`src/rtl/core/bool_expr_token_lexer_unit_defines.svh`:
```
// Assertion macros shared by the lexer RTL.
`ifndef BOOL_EXPR_TOKEN_LEXER_UNIT_DEFINES_SVH
`define BOOL_EXPR_TOKEN_LEXER_UNIT_DEFINES_SVH

// A condition that holds at every clock edge outside reset.
`define BETL_ASSERT(label, expr, msg) \
    label: assert property (@(posedge clk) disable iff (!rst_n) (expr)) else $error(msg);

// A condition that, when true, forces a property in the next cycle.
`define BETL_ASSERT_NEXT(label, cond, prop, msg) \
    label: assert property (@(posedge clk) disable iff (!rst_n) (cond) |=> (prop)) else $error(msg);

`endif

```
`src/rtl/core/betl_pkg.sv`:
```
// Shared types and constants of the boolean expression token lexer.
`timescale 1ns / 1ps

package betl_pkg;

    localparam int MAX_TEXT_DEFAULT = 4096;
    localparam int MAX_RESULTS      = 3;
    localparam int QUEUE_DEPTH      = 4;
    localparam int START_W          = 12;
    localparam int LENGTH_W         = 13;

    localparam logic [7:0] CH_LPAREN = 8'h28;
    localparam logic [7:0] CH_RPAREN = 8'h29;
    localparam logic [7:0] CH_AMP    = 8'h26;
    localparam logic [7:0] CH_PIPE   = 8'h7C;
    localparam logic [7:0] CH_CARET  = 8'h5E;
    localparam logic [7:0] CH_BANG   = 8'h21;
    localparam logic [7:0] CH_MINUS  = 8'h2D;
    localparam logic [7:0] CH_LESS   = 8'h3C;
    localparam logic [7:0] CH_GT     = 8'h3E;
    localparam logic [7:0] CH_LBRACE = 8'h7B;
    localparam logic [7:0] CH_RBRACE = 8'h7D;
    localparam logic [7:0] CH_QUOTE  = 8'h27;
    localparam logic [7:0] CH_UNDER  = 8'h5F;

    typedef enum logic [3:0] {
        KIND_END      = 4'd0,
        KIND_LPAREN   = 4'd1,
        KIND_RPAREN   = 4'd2,
        KIND_BOOLLIT  = 4'd3,
        KIND_ERROR    = 4'd4,
        KIND_NOT      = 4'd5,
        KIND_AND      = 4'd6,
        KIND_OR       = 4'd7,
        KIND_XOR      = 4'd8,
        KIND_NAND     = 4'd9,
        KIND_NOR      = 4'd10,
        KIND_XNOR     = 4'd11,
        KIND_IMPLYR   = 4'd12,
        KIND_IMPLYL   = 4'd13,
        KIND_IDENT    = 4'd14
    } kind_t;

    typedef struct packed {
        logic [7:0] char_byte;
        logic       byte_valid;
        logic       end_of_text;
    } item_t;

    typedef struct packed {
        kind_t                token_kind;
        logic [START_W-1:0]   token_start;
        logic [LENGTH_W-1:0]  token_length;
        logic                 literal_value;
        logic                 error_to_end;
        logic                 last_of_run;
    } token_t;

endpackage

```
`src/rtl/core/bool_expr_token_lexer_unit.sv`:
```
// Streaming lexer for boolean expression text, one byte per input beat.
`timescale 1ns / 1ps
`include "bool_expr_token_lexer_unit_defines.svh"

// The lexer takes one character per input beat and returns tokens with their kind, start
// position and length, one token per output beat. All lexing of a beat is done in the cycle
// that accepts it, and its tokens (up to three) go into a four-entry token queue. An item
// is taken only while the queue holds at most one entry; otherwise item_stall is raised
// until the queue has drained to one entry, whatever the item yields. The dialect register
// is written through cfg_wr_en and cfg_wr_data; the user must write it only while the lexer
// is idle, as the block itself does not enforce this. Positions saturate at MAX_TEXT.
module bool_expr_token_lexer_unit #(
    parameter int MAX_TEXT = betl_pkg::MAX_TEXT_DEFAULT
) (
    input  logic            clk,
    input  logic            rst_n,
    input  logic            cfg_wr_en,
    input  logic            cfg_wr_data,
    input  logic            item_valid,
    output logic            item_stall,
    input  betl_pkg::item_t item,
    output logic            token_valid,
    input  logic            token_stall,
    output betl_pkg::token_t token
);

    localparam int POS_W   = $clog2(MAX_TEXT + 1);
    localparam int BEG_W   = $clog2(MAX_TEXT);
    localparam int PTR_W   = $clog2(betl_pkg::QUEUE_DEPTH);
    localparam int COUNT_W = $clog2(betl_pkg::QUEUE_DEPTH + 1);
    localparam int NCAND   = 4;

    typedef enum logic [2:0] {
        M_IDLE,
        M_BANG,
        M_MINUS,
        M_LESS,
        M_IDENT,
        M_BRACE,
        M_STICKY
    } mode_t;

    mode_t              mode_reg, mode_next, mode_mid;
    logic [POS_W-1:0]   text_position_reg, text_position_next, text_position_mid;
    logic [BEG_W-1:0]   tok_begin_reg, tok_begin_next, tok_begin_mid;
    logic [3:0]         word_match_reg, word_match_next, word_match_mid;
    logic [POS_W-1:0]   word_length_reg, word_length_next, word_length_mid;
    logic               dialect_reg;

    betl_pkg::token_t   queue_mem [betl_pkg::QUEUE_DEPTH];
    logic [PTR_W-1:0]   rd_ptr_reg, rd_ptr_next;
    logic [PTR_W-1:0]   wr_ptr_reg, wr_ptr_next;
    logic [COUNT_W-1:0] count_reg, count_next;

    betl_pkg::token_t   cand [NCAND];
    logic [NCAND-1:0]   cand_valid;
    logic [PTR_W-1:0]   cand_idx [NCAND];
    logic [COUNT_W-1:0] wr_offset;
    logic               later_valid;
    logic               run_idle;
    logic               give_end;
    logic [BEG_W-1:0]   clamp_pos;
    logic [POS_W-1:0]   brace_end;
    logic [1:0]         lit_code;
    logic [7:0]         ch;
    logic               accept;
    logic               pop;

    function automatic logic is_space(input logic [7:0] c);
        return (c == 8'h20) || (c inside {[8'h09:8'h0D]});
    endfunction

    function automatic logic is_word(input logic [7:0] c);
        return (c inside {[8'h30:8'h39], [8'h41:8'h5A], [8'h61:8'h7A]})
            || (c == betl_pkg::CH_UNDER);
    endfunction

    function automatic logic [2:0] cand_len(input logic [1:0] k);
        logic [2:0] len;
        case (k)
            2'd0:    len = 3'd4;
            2'd1:    len = 3'd5;
            default: len = 3'd1;
        endcase
        return len;
    endfunction

    // Letters of the candidate words "true", "false", "1" and "0".
    function automatic logic [7:0] cand_char(input logic [1:0] k, input logic [2:0] i);
        logic [7:0] c;
        c = 8'h00;
        case (k)
            2'd0:
            begin
                case (i)
                    3'd0:    c = 8'h74;
                    3'd1:    c = 8'h72;
                    3'd2:    c = 8'h75;
                    3'd3:    c = 8'h65;
                    default: c = 8'h00;
                endcase
            end
            2'd1:
            begin
                case (i)
                    3'd0:    c = 8'h66;
                    3'd1:    c = 8'h61;
                    3'd2:    c = 8'h6C;
                    3'd3:    c = 8'h73;
                    3'd4:    c = 8'h65;
                    default: c = 8'h00;
                endcase
            end
            2'd2:    c = 8'h31;
            default: c = 8'h30;
        endcase
        return c;
    endfunction

    function automatic logic [3:0] match_step(input logic [3:0] m, input logic [POS_W-1:0] len,
                                              input logic [7:0] c);
        logic [3:0] r;
        for (int k = 0; k < 4; k++)
        begin
            r[k] = m[k] && (len < POS_W'(cand_len(2'(k))))
                && (cand_char(2'(k), len[2:0]) == c);
        end
        return r;
    endfunction

    // Zero for no match, one for a false literal, two for a true literal.
    function automatic logic [1:0] match_final(input logic [3:0] m, input logic [POS_W-1:0] len,
                                               input logic [3:0] allowed);
        logic [1:0] r;
        r = 2'd0;
        for (int k = 3; k >= 0; k--)
        begin
            if (m[k] && allowed[k] && (len == POS_W'(cand_len(2'(k)))))
            begin
                r = (k == 0 || k == 2) ? 2'd2 : 2'd1;
            end
        end
        return r;
    endfunction

    function automatic logic [POS_W-1:0] sat_inc(input logic [POS_W-1:0] x);
        return (x < POS_W'(MAX_TEXT)) ? POS_W'(x + 1'b1) : x;
    endfunction

    function automatic betl_pkg::token_t make_token(input betl_pkg::kind_t kind,
                                                    input logic [BEG_W-1:0] start,
                                                    input logic [POS_W-1:0] len,
                                                    input logic val, input logic to_end);
        betl_pkg::token_t t;
        t.token_kind    = kind;
        t.token_start   = betl_pkg::START_W'(start);
        t.token_length  = betl_pkg::LENGTH_W'(len);
        t.literal_value = val;
        t.error_to_end  = to_end;
        t.last_of_run   = 1'b0;
        return t;
    endfunction

    function automatic betl_pkg::token_t flush_ident(input logic [BEG_W-1:0] start,
                                                     input logic [POS_W-1:0] stop,
                                                     input logic [3:0] m,
                                                     input logic [POS_W-1:0] len,
                                                     input logic dia);
        logic [1:0]       code;
        logic [POS_W-1:0] span;
        code = dia ? match_final(m, len, 4'h3) : 2'd0;
        span = POS_W'(stop - POS_W'(start));
        if (code != 2'd0)
        begin
            return make_token(betl_pkg::KIND_BOOLLIT, start, span, code[1], 1'b0);
        end
        return make_token(betl_pkg::KIND_IDENT, start, span, 1'b0, 1'b0);
    endfunction

    assign ch          = item.char_byte;
    assign item_stall  = count_reg > COUNT_W'(betl_pkg::QUEUE_DEPTH - betl_pkg::MAX_RESULTS);
    assign accept      = item_valid && !item_stall;
    assign token_valid = count_reg != '0;
    assign token       = queue_mem[rd_ptr_reg];
    assign pop         = token_valid && !token_stall;

    always_comb
    begin
        clamp_pos = (text_position_reg < POS_W'(MAX_TEXT)) ? BEG_W'(text_position_reg)
                                                         : BEG_W'(MAX_TEXT - 1);
        brace_end = sat_inc(text_position_reg);
        lit_code  = match_final(word_match_reg, word_length_reg, 4'hF);
        for (int i = 0; i < NCAND; i++)
        begin
            cand[i] = make_token(betl_pkg::KIND_END, '0, '0, 1'b0, 1'b0);
        end
        cand_valid        = '0;
        mode_mid          = mode_reg;
        text_position_mid = text_position_reg;
        tok_begin_mid     = tok_begin_reg;
        word_match_mid    = word_match_reg;
        word_length_mid   = word_length_reg;
        run_idle          = 1'b0;
        give_end          = 1'b1;

        if (item.byte_valid)
        begin
            case (mode_reg)
                M_BANG:
                begin
                    mode_mid      = M_IDLE;
                    cand_valid[0] = 1'b1;
                    if (ch == betl_pkg::CH_AMP)
                    begin
                        cand[0] = make_token(betl_pkg::KIND_NAND, tok_begin_reg, POS_W'(2),
                                             1'b0, 1'b0);
                    end
                    else if (ch == betl_pkg::CH_PIPE)
                    begin
                        cand[0] = make_token(betl_pkg::KIND_NOR, tok_begin_reg, POS_W'(2),
                                             1'b0, 1'b0);
                    end
                    else if (ch == betl_pkg::CH_CARET)
                    begin
                        cand[0] = make_token(betl_pkg::KIND_XNOR, tok_begin_reg, POS_W'(2),
                                             1'b0, 1'b0);
                    end
                    else
                    begin
                        cand[0] = make_token(betl_pkg::KIND_NOT, tok_begin_reg, POS_W'(1),
                                             1'b0, 1'b0);
                        run_idle = 1'b1;
                    end
                end
                M_MINUS:
                begin
                    mode_mid      = M_IDLE;
                    cand_valid[0] = 1'b1;
                    if (ch == betl_pkg::CH_GT)
                    begin
                        cand[0] = make_token(betl_pkg::KIND_IMPLYR, tok_begin_reg, POS_W'(2),
                                             1'b0, 1'b0);
                    end
                    else
                    begin
                        cand[0] = make_token(betl_pkg::KIND_ERROR, tok_begin_reg, POS_W'(1),
                                             1'b0, 1'b0);
                        run_idle = 1'b1;
                    end
                end
                M_LESS:
                begin
                    mode_mid      = M_IDLE;
                    cand_valid[0] = 1'b1;
                    if (ch == betl_pkg::CH_MINUS)
                    begin
                        cand[0] = make_token(betl_pkg::KIND_IMPLYL, tok_begin_reg, POS_W'(2),
                                             1'b0, 1'b0);
                    end
                    else
                    begin
                        cand[0] = make_token(betl_pkg::KIND_ERROR, tok_begin_reg, POS_W'(1),
                                             1'b0, 1'b0);
                        run_idle = 1'b1;
                    end
                end
                M_IDENT:
                begin
                    if (is_word(ch))
                    begin
                        word_match_mid  = match_step(word_match_reg, word_length_reg, ch);
                        word_length_mid = sat_inc(word_length_reg);
                    end
                    else
                    begin
                        cand[0]       = flush_ident(tok_begin_reg, text_position_reg,
                                                    word_match_reg, word_length_reg, dialect_reg);
                        cand_valid[0] = 1'b1;
                        mode_mid      = M_IDLE;
                        run_idle      = 1'b1;
                    end
                end
                M_BRACE:
                begin
                    if (ch == betl_pkg::CH_RBRACE)
                    begin
                        cand_valid[0] = 1'b1;
                        mode_mid      = M_IDLE;
                        if (lit_code != 2'd0)
                        begin
                            cand[0] = make_token(betl_pkg::KIND_BOOLLIT, tok_begin_reg,
                                                 POS_W'(brace_end - POS_W'(tok_begin_reg)),
                                                 lit_code[1], 1'b0);
                        end
                        else
                        begin
                            cand[0] = make_token(betl_pkg::KIND_ERROR, tok_begin_reg,
                                                 POS_W'(brace_end - POS_W'(tok_begin_reg)),
                                                 1'b0, 1'b0);
                        end
                    end
                    else
                    begin
                        word_match_mid  = match_step(word_match_reg, word_length_reg, ch);
                        word_length_mid = sat_inc(word_length_reg);
                    end
                end
                M_IDLE:  run_idle = 1'b1;
                default: run_idle = 1'b0;
            endcase

            if (run_idle && !is_space(ch))
            begin
                if (ch == betl_pkg::CH_LPAREN)
                begin
                    cand[1]       = make_token(betl_pkg::KIND_LPAREN, clamp_pos, POS_W'(1),
                                               1'b0, 1'b0);
                    cand_valid[1] = 1'b1;
                end
                else if (ch == betl_pkg::CH_RPAREN)
                begin
                    cand[1]       = make_token(betl_pkg::KIND_RPAREN, clamp_pos, POS_W'(1),
                                               1'b0, 1'b0);
                    cand_valid[1] = 1'b1;
                end
                else if (ch == betl_pkg::CH_AMP)
                begin
                    cand[1]       = make_token(betl_pkg::KIND_AND, clamp_pos, POS_W'(1),
                                               1'b0, 1'b0);
                    cand_valid[1] = 1'b1;
                end
                else if (ch == betl_pkg::CH_PIPE)
                begin
                    cand[1]       = make_token(betl_pkg::KIND_OR, clamp_pos, POS_W'(1),
                                               1'b0, 1'b0);
                    cand_valid[1] = 1'b1;
                end
                else if (ch == betl_pkg::CH_CARET)
                begin
                    cand[1]       = make_token(betl_pkg::KIND_XOR, clamp_pos, POS_W'(1),
                                               1'b0, 1'b0);
                    cand_valid[1] = 1'b1;
                end
                else if (is_word(ch))
                begin
                    mode_mid        = M_IDENT;
                    tok_begin_mid   = clamp_pos;
                    word_match_mid  = match_step(4'hF, '0, ch);
                    word_length_mid = POS_W'(1);
                end
                else if (!dialect_reg && ch == betl_pkg::CH_BANG)
                begin
                    mode_mid      = M_BANG;
                    tok_begin_mid = clamp_pos;
                end
                else if (!dialect_reg && ch == betl_pkg::CH_MINUS)
                begin
                    mode_mid      = M_MINUS;
                    tok_begin_mid = clamp_pos;
                end
                else if (!dialect_reg && ch == betl_pkg::CH_LESS)
                begin
                    mode_mid      = M_LESS;
                    tok_begin_mid = clamp_pos;
                end
                else if (!dialect_reg && ch == betl_pkg::CH_LBRACE)
                begin
                    mode_mid        = M_BRACE;
                    tok_begin_mid   = clamp_pos;
                    word_match_mid  = 4'hF;
                    word_length_mid = '0;
                end
                else if (dialect_reg && ch == betl_pkg::CH_QUOTE)
                begin
                    cand[1]       = make_token(betl_pkg::KIND_NOT, clamp_pos, POS_W'(1),
                                               1'b0, 1'b0);
                    cand_valid[1] = 1'b1;
                end
                else
                begin
                    mode_mid      = M_STICKY;
                    tok_begin_mid = clamp_pos;
                end
            end

            text_position_mid = sat_inc(text_position_reg);
        end

        if (item.end_of_text)
        begin
            case (mode_mid)
                M_BANG:
                begin
                    cand[2]       = make_token(betl_pkg::KIND_NOT, tok_begin_mid, POS_W'(1),
                                               1'b0, 1'b0);
                    cand_valid[2] = 1'b1;
                end
                M_MINUS, M_LESS:
                begin
                    cand[2]       = make_token(betl_pkg::KIND_ERROR, tok_begin_mid, POS_W'(1),
                                               1'b0, 1'b0);
                    cand_valid[2] = 1'b1;
                end
                M_IDENT:
                begin
                    cand[2]       = flush_ident(tok_begin_mid, text_position_mid,
                                                word_match_mid, word_length_mid, dialect_reg);
                    cand_valid[2] = 1'b1;
                end
                M_BRACE:
                begin
                    cand[2]       = make_token(betl_pkg::KIND_ERROR, tok_begin_mid,
                                               POS_W'(text_position_mid - POS_W'(tok_begin_mid)),
                                               1'b0, 1'b1);
                    cand_valid[2] = 1'b1;
                end
                M_STICKY:
                begin
                    cand[2]       = make_token(betl_pkg::KIND_ERROR, tok_begin_mid,
                                               POS_W'(text_position_mid - POS_W'(tok_begin_mid)),
                                               1'b0, 1'b1);
                    cand_valid[2] = 1'b1;
                    give_end      = 1'b0;
                end
                default: give_end = 1'b1;
            endcase
            cand_valid[3] = give_end;
        end

        later_valid = 1'b0;
        for (int i = NCAND - 1; i >= 0; i--)
        begin
            cand[i].last_of_run = cand_valid[i] && !later_valid;
            later_valid         = later_valid || cand_valid[i];
        end

        wr_offset = '0;
        for (int i = 0; i < NCAND; i++)
        begin
            cand_idx[i] = PTR_W'(COUNT_W'(wr_ptr_reg) + wr_offset);
            wr_offset   = wr_offset + COUNT_W'(cand_valid[i]);
        end

        mode_next          = mode_reg;
        text_position_next = text_position_reg;
        tok_begin_next     = tok_begin_reg;
        word_match_next    = word_match_reg;
        word_length_next   = word_length_reg;
        wr_ptr_next        = wr_ptr_reg;
        count_next         = count_reg;
        if (accept)
        begin
            wr_ptr_next = PTR_W'(COUNT_W'(wr_ptr_reg) + wr_offset);
            count_next  = count_reg + wr_offset;
            if (item.end_of_text)
            begin
                mode_next          = M_IDLE;
                text_position_next = '0;
                tok_begin_next     = '0;
                word_match_next    = 4'hF;
                word_length_next   = '0;
            end
            else
            begin
                mode_next          = mode_mid;
                text_position_next = text_position_mid;
                tok_begin_next     = tok_begin_mid;
                word_match_next    = word_match_mid;
                word_length_next   = word_length_mid;
            end
        end
        rd_ptr_next = pop ? PTR_W'(rd_ptr_reg + 1'b1) : rd_ptr_reg;
        count_next  = count_next - COUNT_W'(pop);
    end

    always_ff @(posedge clk or negedge rst_n)
    begin
        if (!rst_n)
        begin
            mode_reg          <= M_IDLE;
            text_position_reg <= '0;
            tok_begin_reg     <= '0;
            word_match_reg    <= 4'hF;
            word_length_reg   <= '0;
            dialect_reg       <= 1'b0;
            rd_ptr_reg        <= '0;
            wr_ptr_reg        <= '0;
            count_reg         <= '0;
        end
        else
        begin
            mode_reg          <= mode_next;
            text_position_reg <= text_position_next;
            tok_begin_reg     <= tok_begin_next;
            word_match_reg    <= word_match_next;
            word_length_reg   <= word_length_next;
            rd_ptr_reg        <= rd_ptr_next;
            wr_ptr_reg        <= wr_ptr_next;
            count_reg         <= count_next;
            if (cfg_wr_en)
            begin
                dialect_reg <= cfg_wr_data;
            end
        end
    end

    always_ff @(posedge clk)
    begin
        for (int i = 0; i < NCAND; i++)
        begin
            if (accept && cand_valid[i])
            begin
                queue_mem[cand_idx[i]] <= cand[i];
            end
        end
    end

    `BETL_ASSERT(a_queue_bound, count_reg <= COUNT_W'(betl_pkg::QUEUE_DEPTH), "Token queue overfilled.")
    `BETL_ASSERT(a_result_bound, !accept || ($countones(cand_valid) <= betl_pkg::MAX_RESULTS), "Beat yields too many tokens.")
    `BETL_ASSERT(a_position_bound, text_position_reg <= POS_W'(MAX_TEXT), "Text position beyond saturation.")
    `BETL_ASSERT_NEXT(a_end_resets, accept && item.end_of_text, mode_reg == M_IDLE && text_position_reg == '0, "End beat did not return the lexer to idle.")
    `BETL_ASSERT_NEXT(a_sticky_holds, mode_reg == M_STICKY && !(accept && item.end_of_text), mode_reg == M_STICKY, "Sticky error left before the end beat.")

endmodule
```
`config.mk`:
```
export PLATFORM = sky130hd
export DESIGN_NAME = bool_expr_token_lexer_unit
export DESIGN_NICKNAME = d
export VERILOG_FILES = /design/src/rtl/core/betl_pkg.sv /design/src/rtl/core/bool_expr_token_lexer_unit.sv
export VERILOG_INCLUDE_DIRS = /design/src /design/src/rtl/core
export SDC_FILE = /design/constraint.sdc
export NUM_CORES = 1
export LEC_CHECK = 0
export BUFFER_PORTS_ARGS = -buffer_cell sky130_fd_sc_hd__buf_2
export CORE_AREA = 5 5 170 172
export DETAILED_ROUTE_END_ITERATION = 6
export DIE_AREA = 0 0 175 177
export MAX_ROUTING_LAYER = met4
export PLACE_DENSITY = 0.67
export SLEW_MARGIN = 25
export SYNTH_ARGS = -nofsm -noshare
export SYNTH_HDL_FRONTEND = slang
export SYNTH_SLANG_ARGS = --single-unit
```
`constraint.sdc`:
```
create_clock -name clk -period 6.54 [get_ports clk]
set_input_delay 1.308 -clock clk [delete_from_list [all_inputs] [get_ports clk]]
set_output_delay 1.308 -clock clk [all_outputs]
set_load 0.02 [all_outputs]
```
==> results by group <==
Drt
  • Vias: 13000
  • Met1 Wirelength: 19.5 mm
  • Met2 routed WL: 19.4 mm
  • Drt drc: 0
  • Iteration-0 DRC count of the detailed router: 1411
  • Highest routed layer: met4
  • Via/cell ratio: 6.62
  • Antenna Nets Post-Route: 0
  • WL met3: 3.15 mm
  • Pre-Repair DR Iteration Count: 6
  • Drt wl/cell: 22.0 um
  • Total Wirelength: 43.0 mm

Yosys
  • Leading area contributor after synthesis: dfxtp_1
  • Cells after Synth: 1608
  • Mean post-synth cell area: 8.47 um2
  • Top cells by count, synth: nor2_1 (170), a211oi_1 (128), dfxtp_1 (124), nand2_1 (123), clkbuf_1 (91)
  • Synth unique cells: 89
  • Mapped Area: 13600 um2
  • Register area share after synthesis: 28.9%
  • Most frequent cell after synthesis: nor2_1
  • Register bit count reported by yosys: 181
  • Post-synth EDFFs: 4
  • Ranking of synthesized cells by area: dfxtp_1 (18%), dfrtp_1 (9.0%), a211oi_1 (7.1%), mux2i_1 (5.8%), mux4_2 (5.3%)
  • Dominant synthesized flop cell: dfxtp_1
  • Ys async rst share: 29.3%
  • Synth warn: 0
  • Synth top area share: 18.2%
  • Syn_nets: 1682

Place
  • Setup Slack @ Placement: 0.215 ns
  • Port-buffer cells: 49
  • DP Wirelength: 30.1 mm
  • Placer Congestion: 0.955

GRT
  • First-pass GRT wire length: 67.9 mm
  • Initial antenna violation count: 2
  • Total grt overflow: 0
  • Largest net degree at the start of global routing: 54
  • Overall routing resource usage: 28.2%
  • Vias in the first global route: 11900

Timing
  • Post-layout min period: 5.93 ns
  • Setup ws final: 0.609 ns
  • Final Max Tran Viols: 0
  • Setup TNS: 0 ns
  • RSZ-0062 raised after global routing: false
  • Fin. Hold Viols: 0
  • Worst-Margin Slew: 1.10 ns
  • Max-slew headroom: 26.3%
  • Setup Skew: 0.0193 ns
  • Finish-stage setup viols: 0
  • Period utilization: 90.7%
  • Maximum clock frequency: 0.169 GHz

Floorplan
  • I/O pin cnt: 50
  • DIE AREA: 31000 um2
  • Die Height: 177 um
  • Die outline width: 175 um
  • Initial core utilization: 49.8%
  • Number of core rows: 61
  • Core footprint: 27300 um2

Setup path
  • Critical Path AT: 6.29 ns
  • CP Launch Type: primary input
  • Worst Setup Path Type: in2reg
  • Worst-path fanout max: 10
  • Crit end category: register
  • Critical path required time: 6.90 ns

Run
  • Max Cap Viol: 0

CTS
  • Cts repair resizes: 0
  • Setup Buffers After CTS: 0
  • Clock net sink count: 181
  • Clock buffer depth: 2
  • Clock latency on the worst-skew pair: 0.44 ns
  • CTS tree: yes
  • CTS Root Cell: clkbuf_16
  • Num CTS Buffers: 17
  • H-tree depth: 4
  • Hold-fix buffers, CTS: 0
  • Clk slew on worst S/H paths: 0.07 ns

Finish
  • Share of cells above drive strength 1: 13.5%
  • Synthesis-to-finish area growth: 8.02%
  • Fin nets: 1672
  • Max reg flops: 128

Hold path
  • Worst hold path type: reg2reg

Pwr
  • Leak: 6.34 nW
  • Pwr Total: 6.49 mW
  • Peak supply drop: 247 uV
  • PwrDens: 441 nW/um2

Outcome
  • Status: complete, no violations
[worst max-delay path, cell delays in order]
cell      delay (ns)
buf_2           0.11
or4_4           0.54
o21a_4          0.23
o22a_1          0.24
o2111a_2        0.35
or4_1           0.65
o21ai_0         0.28
ha_1            0.21
inv_1           0.05
fa_1            0.41
a21o_1          0.18
a21oi_1         0.23
o21bai_1        0.12
a211oi_1        0.31
nor3_1          0.12
nor3_1          0.23
o21ai_0         0.12
a21oi_1         0.32
nand2_1         0.09
a21oi_1         0.19
[worst paths after layout]
path | startpoint | endpoint | slack, ns | depth (start not counted)
setup / recovery | item[3] | queue_mem[0][15] | 0.61 | 20
hold / removal | queue_mem[1][1] | queue_mem[1][1] | 0.47 | 2
setup reg to reg | mode_reg[0] | queue_mem[0][15] | 1.24 | 19
hold reg to reg | queue_mem[1][1] | queue_mem[1][1] | 0.47 | 2
max in group asynchronous | rst_n | rd_ptr_reg[0] | 4.98 | 2
min in group asynchronous | rst_n | tok_begin_reg[3] | 1.02 | 2
[final cells by class]
cell class,instances,area [um2]
Antenna cell,1,2.50
Tap cell,346,433
Clock buffer,19,433
Multi-Input combinational cell,1256,8990
Clock inverter,13,130
Inverter,46,173
Sequential cell,181,3940
Timing Repair Buffer,96,611
Fill cell,2522,12600
[layer usage]
metal | track usage [%] | up-vias
met2 | 43.0 | 517
met3 | 4.32 | 64
met4 | 7.50 | 0
li1 | - | 6001
met5 | - | -
met1 | 39.4 | 6384
[cells in the final DEF, fill, tap and decap left out, types with 14 or more instances in the layout]
master / synthesis / layout
a211oi_1: 128 / 128
a211oi_2: 17 / 17
a21oi_1: 62 / 62
a22o_1: 14 / 14
a31oi_1: 14 / 14
a32o_1: 15 / 15
and3_1: 28 / 28
buf_2: 14 / 49
buf_4: 6 / 46
clkbuf_16: 0 / 17
dfrtp_1: 49 / 48
dfxtp_1: 124 / 124
ha_1: 52 / 52
inv_1: 45 / 45
mux2i_1: 79 / 79
mux4_2: 32 / 32
nand2_1: 123 / 122
nand2b_1: 17 / 17
nand3_1: 44 / 44
nand4_1: 14 / 14
nor2_1: 170 / 170
nor2b_1: 21 / 20
nor3_1: 59 / 59
o211ai_1: 20 / 20
o21ai_0: 63 / 63
o22ai_1: 21 / 21
or2_2: 18 / 18
or3_1: 25 / 25
xnor2_1: 41 / 41
xor2_1: 21 / 21
[cells by family after synthesis]
| logic type | synth area share, % |
|---|---|
| AND/OR/NAND/NOR | 21.3 |
| AO/OA/AOI/OAI | 23.5 |
| flip-flops | 28.9 |
| buffers and inverters | 5.23 |
| multiplexers | 11.4 |
| XOR/XNOR | 3.99 |
| adder cells (fa/ha/maj) | 5.66 |
[stage by stage]
stage	util (%)	hold slack [ns]	area (um2)	cells
after detailed placement	51.8	0.459	14100	1925
after global routing	53.8	0.499	14700	1958
after CTS	53.8	0.469	14700	1957
final	53.8	0.468	14700	1958
after floorplan	-	0.445	13600	1608
after global placement	51.7	0.452	14100	1925
[power breakdown]
part / switching (mW) / internal (mW) / total (mW) / leakage, nW
Sequential: 0.299 / 1.55 / 1.85 / 1.76
Clock: 0.513 / 0.508 / 1.02 / 0.274
Combinational: 2.06 / 1.55 / 3.62 / 4.30
Note: power is estimated with default switching activity, not from simulation.
